===== src/sv/rtce_pkg.sv =====
// Shared types and helpers for the RTC BCD date to epoch seconds converter.
// Holds the decoded-field struct, calendar constants and the month start table.
// No dependencies.
package rtce_pkg;

    localparam int unsigned EPOCH_W  = 32;
    localparam int unsigned YDAY_W   = 9;
    localparam int unsigned DAYS_W   = 17;
    localparam int unsigned HMS_W    = 18;

    localparam logic [7:0]  YEAR_PIVOT     = 8'd70;
    localparam logic [7:0]  CENTURY_OFFSET = 8'd30;
    localparam logic [4:0]  MONTH_DEC      = 5'd12;
    localparam logic [4:0]  MONTH_FEB      = 5'd2;
    localparam logic [15:0] DAYS_PER_YEAR  = 16'd365;
    localparam logic [31:0] SECS_PER_DAY   = 32'd86400;
    localparam logic [HMS_W-1:0] SECS_PER_HOUR = 18'd3600;
    localparam logic [HMS_W-1:0] SECS_PER_MIN  = 18'd60;

    // Decoded snapshot, produced by the first stage
    typedef struct packed {
        logic [6:0] sec;
        logic [6:0] min;
        logic [5:0] hour;
        logic [5:0] mday;
        logic [6:0] years;     // years since 1970
        logic [3:0] midx;      // month clamped to 0..12
        logic       past_feb;
    } rtce_fields_t;

    // Packed BCD byte to binary; digits above nine are not checked
    function automatic logic [7:0] bcd_byte_value(input logic [7:0] v);
        logic [7:0] hi;
        logic [7:0] lo;
        hi = {4'd0, v[7:4]};
        lo = {4'd0, v[3:0]};
        return {hi[4:0], 3'b000} + {hi[6:0], 1'b0} + lo;
    endfunction

    // Days before the first of each month, leap-year February
    function automatic logic [YDAY_W-1:0] month_start(input logic [3:0] midx);
        logic [YDAY_W-1:0] d;
        case (midx)
            4'd2:    d = 9'd31;
            4'd3:    d = 9'd60;
            4'd4:    d = 9'd91;
            4'd5:    d = 9'd121;
            4'd6:    d = 9'd152;
            4'd7:    d = 9'd182;
            4'd8:    d = 9'd213;
            4'd9:    d = 9'd244;
            4'd10:   d = 9'd274;
            4'd11:   d = 9'd305;
            4'd12:   d = 9'd335;
            default: d = 9'd0;
        endcase
        return d;
    endfunction

endpackage


===== src/sv/rtc_bcd_date_to_epoch_seconds.sv =====
// RTC BCD snapshot to seconds since 1970 and day of year.
// Throughput one request per cycle while the output is not stalled by m_tready.
// Four register stages: decode, day count, day-to-seconds multiply, final sum.
// Backpressure stalls only stages that hold data; a stalled result sits in the output register.
// Reset (rst_n low, asynchronous) clears all stage valid bits; payload registers are not reset.
module rtc_bcd_date_to_epoch_seconds
(
    input  logic        clk,
    input  logic        rst_n,
    input  logic        s_tvalid,
    output logic        s_tready,
    // [6:0] second_bcd, [13:7] minute_bcd, [19:14] hour_bcd, [25:20] day_bcd,
    // [30:26] month_bcd, [38:31] year_bcd, [39] zero
    input  logic [39:0] s_tdata,
    output logic        m_tvalid,
    input  logic        m_tready,
    // [31:0] epoch_seconds, [40:32] day_of_year, [47:41] zero
    output logic [47:0] m_tdata
);
    import rtce_pkg::*;

    // Stage enables: a stage loads when it is empty or its content moves on
    logic en1, en2, en3, en4;
    logic v1_reg, v2_reg, v3_reg, v4_reg;

    // Stage 1: decoded fields
    rtce_fields_t fields_next;
    rtce_fields_t f1_reg;

    // Stage 2: day count, day of year, time-of-day fields carried along
    logic [DAYS_W-1:0] days_next, days2_reg;
    logic [YDAY_W-1:0] yday_next, yday2_reg;
    logic [6:0]        sec2_reg, min2_reg;
    logic [5:0]        hour2_reg;

    // Stage 3: whole-day seconds and seconds within the day
    logic [EPOCH_W-1:0] dsec_next, dsec3_reg;
    logic [HMS_W-1:0]   hms_next, hms3_reg;
    logic [YDAY_W-1:0]  yday3_reg;

    // Stage 4: output register
    logic [EPOCH_W-1:0] epoch_next, epoch4_reg;
    logic [YDAY_W-1:0]  yday4_reg;

    assign en4      = !v4_reg || m_tready;
    assign en3      = !v3_reg || en4;
    assign en2      = !v2_reg || en3;
    assign en1      = !v1_reg || en2;
    assign s_tready = en1;

    rtce_decode u_decode
    (
        .second_bcd (s_tdata[6:0]),
        .minute_bcd (s_tdata[13:7]),
        .hour_bcd   (s_tdata[19:14]),
        .day_bcd    (s_tdata[25:20]),
        .month_bcd  (s_tdata[30:26]),
        .year_bcd   (s_tdata[38:31]),
        .fields     (fields_next)
    );

    // Day count: full years, leap days before this year, month start,
    // day of month less one; drop the leap day after February in a
    // common year. Leap years are those with (years + 2) divisible by 4.
    logic [15:0]       year_days;
    logic [7:0]        leap_days;
    logic [YDAY_W-1:0] mstart;
    logic              corr;

    always_comb
    begin
        year_days = 16'(f1_reg.years) * DAYS_PER_YEAR;
        leap_days = (8'(f1_reg.years) + 8'd1) >> 2;
        mstart    = month_start(f1_reg.midx);
        corr      = f1_reg.past_feb && ((f1_reg.years[1:0] + 2'd2) != 2'd0);
        days_next = DAYS_W'(year_days) + DAYS_W'(leap_days) + DAYS_W'(mstart)
                  + DAYS_W'(f1_reg.mday) - DAYS_W'(corr) - DAYS_W'(1);
        yday_next = mstart + YDAY_W'(f1_reg.mday) - YDAY_W'(corr);
    end

    // Day count may be minus one (day zero in January 1970); sign-extend
    // so the product wraps the same way.
    always_comb
    begin
        dsec_next = {{(EPOCH_W-DAYS_W){days2_reg[DAYS_W-1]}}, days2_reg} * SECS_PER_DAY;
        hms_next  = HMS_W'(hour2_reg) * SECS_PER_HOUR + HMS_W'(min2_reg) * SECS_PER_MIN
                  + HMS_W'(sec2_reg);
    end

    assign epoch_next = dsec3_reg + EPOCH_W'(hms3_reg);

    // Valid bits
    always_ff @(posedge clk or negedge rst_n)
    begin
        if (!rst_n)
        begin
            v1_reg <= 1'b0;
            v2_reg <= 1'b0;
            v3_reg <= 1'b0;
            v4_reg <= 1'b0;
        end
        else
        begin
            if (en1)
            begin
                v1_reg <= s_tvalid;
            end
            if (en2)
            begin
                v2_reg <= v1_reg;
            end
            if (en3)
            begin
                v3_reg <= v2_reg;
            end
            if (en4)
            begin
                v4_reg <= v3_reg;
            end
        end
    end

    // Payload: advance with the enables, hold when stalled
    always_ff @(posedge clk)
    begin
        if (en1)
        begin
            f1_reg <= fields_next;
        end
        if (en2)
        begin
            days2_reg <= days_next;
            yday2_reg <= yday_next;
            sec2_reg  <= f1_reg.sec;
            min2_reg  <= f1_reg.min;
            hour2_reg <= f1_reg.hour;
        end
        if (en3)
        begin
            dsec3_reg <= dsec_next;
            hms3_reg  <= hms_next;
            yday3_reg <= yday2_reg;
        end
        if (en4)
        begin
            epoch4_reg <= epoch_next;
            yday4_reg  <= yday3_reg;
        end
    end

    assign m_tvalid = v4_reg;
    assign m_tdata  = {7'd0, yday4_reg, epoch4_reg};

`ifndef SYNTHESIS
    // A request taken at the input shows up in the first stage
    a_accept_fills: assert property (@(posedge clk) disable iff (!rst_n)
        s_tvalid && s_tready |=> v1_reg)
        else $error("accepted request did not reach stage one");

    // Without traffic on either side the number of held items stays put
    a_count_kept: assert property (@(posedge clk) disable iff (!rst_n)
        !(s_tvalid && s_tready) && !(m_tvalid && m_tready)
        |=> $countones({v1_reg, v2_reg, v3_reg, v4_reg})
            == $past($countones({v1_reg, v2_reg, v3_reg, v4_reg})))
        else $error("pipeline lost or invented an item");

    // A stalled multiply stage keeps its product
    a_stage3_hold: assert property (@(posedge clk) disable iff (!rst_n)
        v3_reg && !en3 |=> v3_reg && $stable(dsec3_reg) && $stable(hms3_reg))
        else $error("stage three changed while stalled");
`endif

endmodule


===== src/sv/rtce_decode.sv =====
// First-stage logic: BCD decode of all six bytes, year folding and month clamp.
// Depends on rtce_pkg.
module rtce_decode
(
    input  logic [6:0]            second_bcd,
    input  logic [6:0]            minute_bcd,
    input  logic [5:0]            hour_bcd,
    input  logic [5:0]            day_bcd,
    input  logic [4:0]            month_bcd,
    input  logic [7:0]            year_bcd,
    output rtce_pkg::rtce_fields_t fields
);
    import rtce_pkg::*;

    logic [7:0] sec_bin;
    logic [7:0] min_bin;
    logic [7:0] hour_bin;
    logic [7:0] mday_bin;
    logic [7:0] mon_bin;
    logic [7:0] yr_bin;
    logic [7:0] years_full;

    always_comb
    begin
        sec_bin  = bcd_byte_value({1'b0, second_bcd});
        min_bin  = bcd_byte_value({1'b0, minute_bcd});
        hour_bin = bcd_byte_value({2'b00, hour_bcd});
        mday_bin = bcd_byte_value({2'b00, day_bcd});
        mon_bin  = bcd_byte_value({3'b000, month_bcd});
        yr_bin   = bcd_byte_value(year_bcd);

        // Fold two-digit year: 70..99 is the 1900s, 00..69 the 2000s
        if (yr_bin >= YEAR_PIVOT)
        begin
            years_full = yr_bin - YEAR_PIVOT;
        end
        else
        begin
            years_full = yr_bin + CENTURY_OFFSET;
        end

        fields.sec      = sec_bin[6:0];
        fields.min      = min_bin[6:0];
        fields.hour     = hour_bin[5:0];
        fields.mday     = mday_bin[5:0];
        fields.years    = years_full[6:0];
        fields.midx     = (mon_bin[4:0] > MONTH_DEC) ? MONTH_DEC[3:0] : mon_bin[3:0];
        fields.past_feb = mon_bin[4:0] > MONTH_FEB;
    end

endmodule


===== config.mk =====
export PLATFORM = sky130hd
export DESIGN_NAME = rtc_bcd_date_to_epoch_seconds
export DESIGN_NICKNAME = d
export VERILOG_FILES = /design/src/sv/rtce_pkg.sv /design/src/sv/rtc_bcd_date_to_epoch_seconds.sv /design/src/sv/rtce_decode.sv
export SDC_FILE = /design/constraint.sdc
export NUM_CORES = 1
export LEC_CHECK = 0
export ABC_AREA = 1
export BUFFER_PORTS_ARGS = -buffer_cell sky130_fd_sc_hd__buf_2
export CAP_MARGIN = 20
export CELL_PAD_IN_SITES_DETAIL_PLACEMENT = 0
export CELL_PAD_IN_SITES_GLOBAL_PLACEMENT = 2
export CORE_MARGIN = 1.5
export CORE_UTILIZATION = 44
export CTS_CLUSTER_DIAMETER = 200
export CTS_CLUSTER_SIZE = 20
export DETAILED_ROUTE_END_ITERATION = 16
export PLACE_DENSITY = 0.89
export SLEW_MARGIN = 40
export SYNTH_ARGS = -nofsm -noshare
export SYNTH_HDL_FRONTEND = slang
export SYNTH_SLANG_ARGS = --single-unit

===== constraint.sdc =====
create_clock -name clk -period 7.48 [get_ports clk]
set_input_delay 0.748 -clock clk [delete_from_list [all_inputs] [get_ports clk]]
set_output_delay 0.748 -clock clk [all_outputs]
set_load 0.01 [all_outputs]

==> results.cfg <==
[grt]
overflow = 0
grt_max_degree = 55
first_global_vias = 11100
antenna_found_initial = 1
grt_first_pass_wirelength_um = 53300
total_routing_resource_utilization_after_global_routing = 0.175

[sta]
grt_setup_unrepaired = no
maxClockFrequency_mhz = 211
total_negative_setup_slacks_ns = 0
final.setup_skew_ns = 0.0142
setup_viol_count_final = 0
final.setup.worst_slack_ns = 2.73
worst_slew_pin_slew_ns = 0.637
finalWorstPathRequiredPeriod_ns = 4.75
layout_worst_path_cycle_share = 0.635
finalHoldViolations = 0
max-slew-margin-rel = 0.575
final_max_slew_viols = 0

[placed_design]
post-place-cells = 2269
io_buffers = 85
post-place-ws_ns = 2.69
hpwlAfterDp_um = 26700
place_congestion = 0.862

[clock_network]
ctsLongestPathBuffers = 2
cts_inserted_buffers = 17
cts_tree = built
cts-resized-gates = 0
cts_setup_buffers = 0
cts_num_sinks = 190
cts.reportedPaths.clkPinSlew_ns = 0.08
cts_root_buffer = clkbuf_16
ctsHtreeMaxLevel = 4
clock_latency_of_the_later_clocked_register_in_the_worst_skew_pair_ns = 0.46
hold_buffers = 0

[routing]
vias = 10900
drc = 0
average_wire_per_standard_cell_um = 13.7
totalWireLength_um = 31600
vias_per_cell = 4.75
antenna_left = 0
detailedRoute.firstIterationViolations = 356
dr.pass1.iters = 6

[synthesis]
synthesis.instances = 1716
synth_edf_count = 177
ys_warn_count = 0
synth_area_mm2 = 0.0164
avgSynthCellArea_um2 = 9.53
dominantRegCellSynth = edfxtp_1
ys_ff_latch = 190
yosysUniqueCellTypes = 39
synth_seq_area_share = 0.342
synth_async_sr_flop_share = 0.0211

[die]
ios = 94
rows = 70
initial_core_util = 0.447
die_area_mm2 = 0.0383
placeableCoreArea_mm2 = 0.0366
die_x_um = 196
die_height_um = 196

[critical_path]
worstSetupStartpointType = register
worstSetupPathType = register to register
critical_path.reg2reg.startpoint = f1_reg[6]$_DFFE_PN_
crit_chain = inv_1 > fa_1 > inv_1 > ha_1 > inv_1 > fa_1 > inv_1 > fa_1 > inv_1 > fa_1 > fa_1 > o21ai_1 > nand3_1 > nand2_1 > nand3_1 > nand3_1 > nand2_1
worst_ep_required_time_ns = 7.70
worstSetupStartpoint = f1_reg[6]$_DFFE_PN_
path_max_fanout = 7
timing.critical_path.slowest_cell_delay_ns = 0.54
worst_path_cell_with_the_longest_stage_delay = edfxtp_1
crit_end_element = register
ff2ff_path_depth = 17
worst-endpoint-arrival_ns = 4.97

[cells_and_area]
area_growth_syn_to_layout_pct = 10.0
design.final.nets = 2217
drive_gt1_frac = 0.0796
layout_common_cells = 379 x inv_1, 317 x nand2_1, 237 x ha_1
largest_reg_flops = 38
diodes = 0
fin_cells = 2302
mostFrequentLayoutCell = inv_1

[worst_hold_path]
holdCritPathClass = input pin to asynchronous set/reset pin

[outcome]
result_of_the_run = completed

[run]
drv.max_cap_violation_count = 0
## kinds of logic after synthesis
family,Yosys count,synth area share
xor+xnor,91,0.0487
other cells,1,0.000229
fa+ha+maj,352,0.322
compound gates,142,0.0476
flops,190,0.342
simple gates,551,0.148
buf+inv,389,0.0911
## path summary, 6_finish.rpt
| kind | endpoint | slack [ns] |
|---|---|---|
| max | days2_reg[16]$_DFFE_PP_ | 2.73 |
| max in group asynchronous | v2_reg$_DFFE_PN0P_ | 7.27 |
| min reg2reg | yday3_reg[4]$_DFFE_PP_ | 0.42 |
| min in group clk | yday3_reg[4]$_DFFE_PP_ | 0.42 |
| min | v3_reg$_DFFE_PN0P_ | 0.09 |
| max reg2reg | days2_reg[16]$_DFFE_PP_ | 2.73 |
## routing by layer
metal | wire [um] | up-vias | global-route usage
li1 | - | 5722 | -
met5 | 16 | - | 0
met1 | 14700 | 5061 | 0.221
met3 | 734 | 31 | 0.0232
met2 | 15600 | 118 | 0.311
met4 | 567 | 2 | 0.0533
## through the flow
step / area [um^2] / hold WS, ns / util
final: 18000 / 0.0870 / 0.491
after global routing: 18000 / 0.0777 / 0.491
after CTS: 18000 / 0.0715 / 0.491
after detailed placement: 17300 / 0.405 / 0.474
after global placement: 17300 / 0.403 / 0.474
after floorplan: 16400 / 0.400 / -
## cells in the mapped netlist (5+ instances only)
cell type / n / area share
nand2_2: 5 / 0.0019
dfxtp_1: 9 / 0.011
nand3_1: 90 / 0.028
nand3b_1: 14 / 0.0064
nand2_1: 318 / 0.073
ha_1: 237 / 0.18
edfxtp_1: 177 / 0.33
buf_4: 7 / 0.0032
o21bai_1: 6 / 0.0028
o21ai_0: 32 / 0.0098
fa_1: 115 / 0.14
a21oi_1: 80 / 0.024
xor2_1: 65 / 0.035
nor2_1: 74 / 0.017
xnor2_1: 26 / 0.014
a21boi_0: 5 / 0.0023
nand2_4: 6 / 0.0041
nor3_1: 8 / 0.0024
inv_1: 379 / 0.087
nand4_1: 24 / 0.0092
## critical path, delay by kind of cell, from the launching register on
family | cells | cell delay [ns]
flip-flops | 1 | 0.54
adder cells (fa/ha/maj) | 6 | 2.79
AND/OR/NAND/NOR | 5 | 0.48
AO/OA/AOI/OAI | 1 | 0.32
buffers and inverters | 5 | 0.36
## final cells by class
cell class,instances,area [um^2]
clock buffer,17,425
inverter,382,1440
timing repair buffer,87,453
clock inverter,15,199
sequential,190,5600
multi-input combinational,1143,9300
tap,468,586
fill,3472,18600
Power is left out: the tool's default activity adds up to more than one toggle a clock period on the data nets, which glitch-free logic cannot reach.
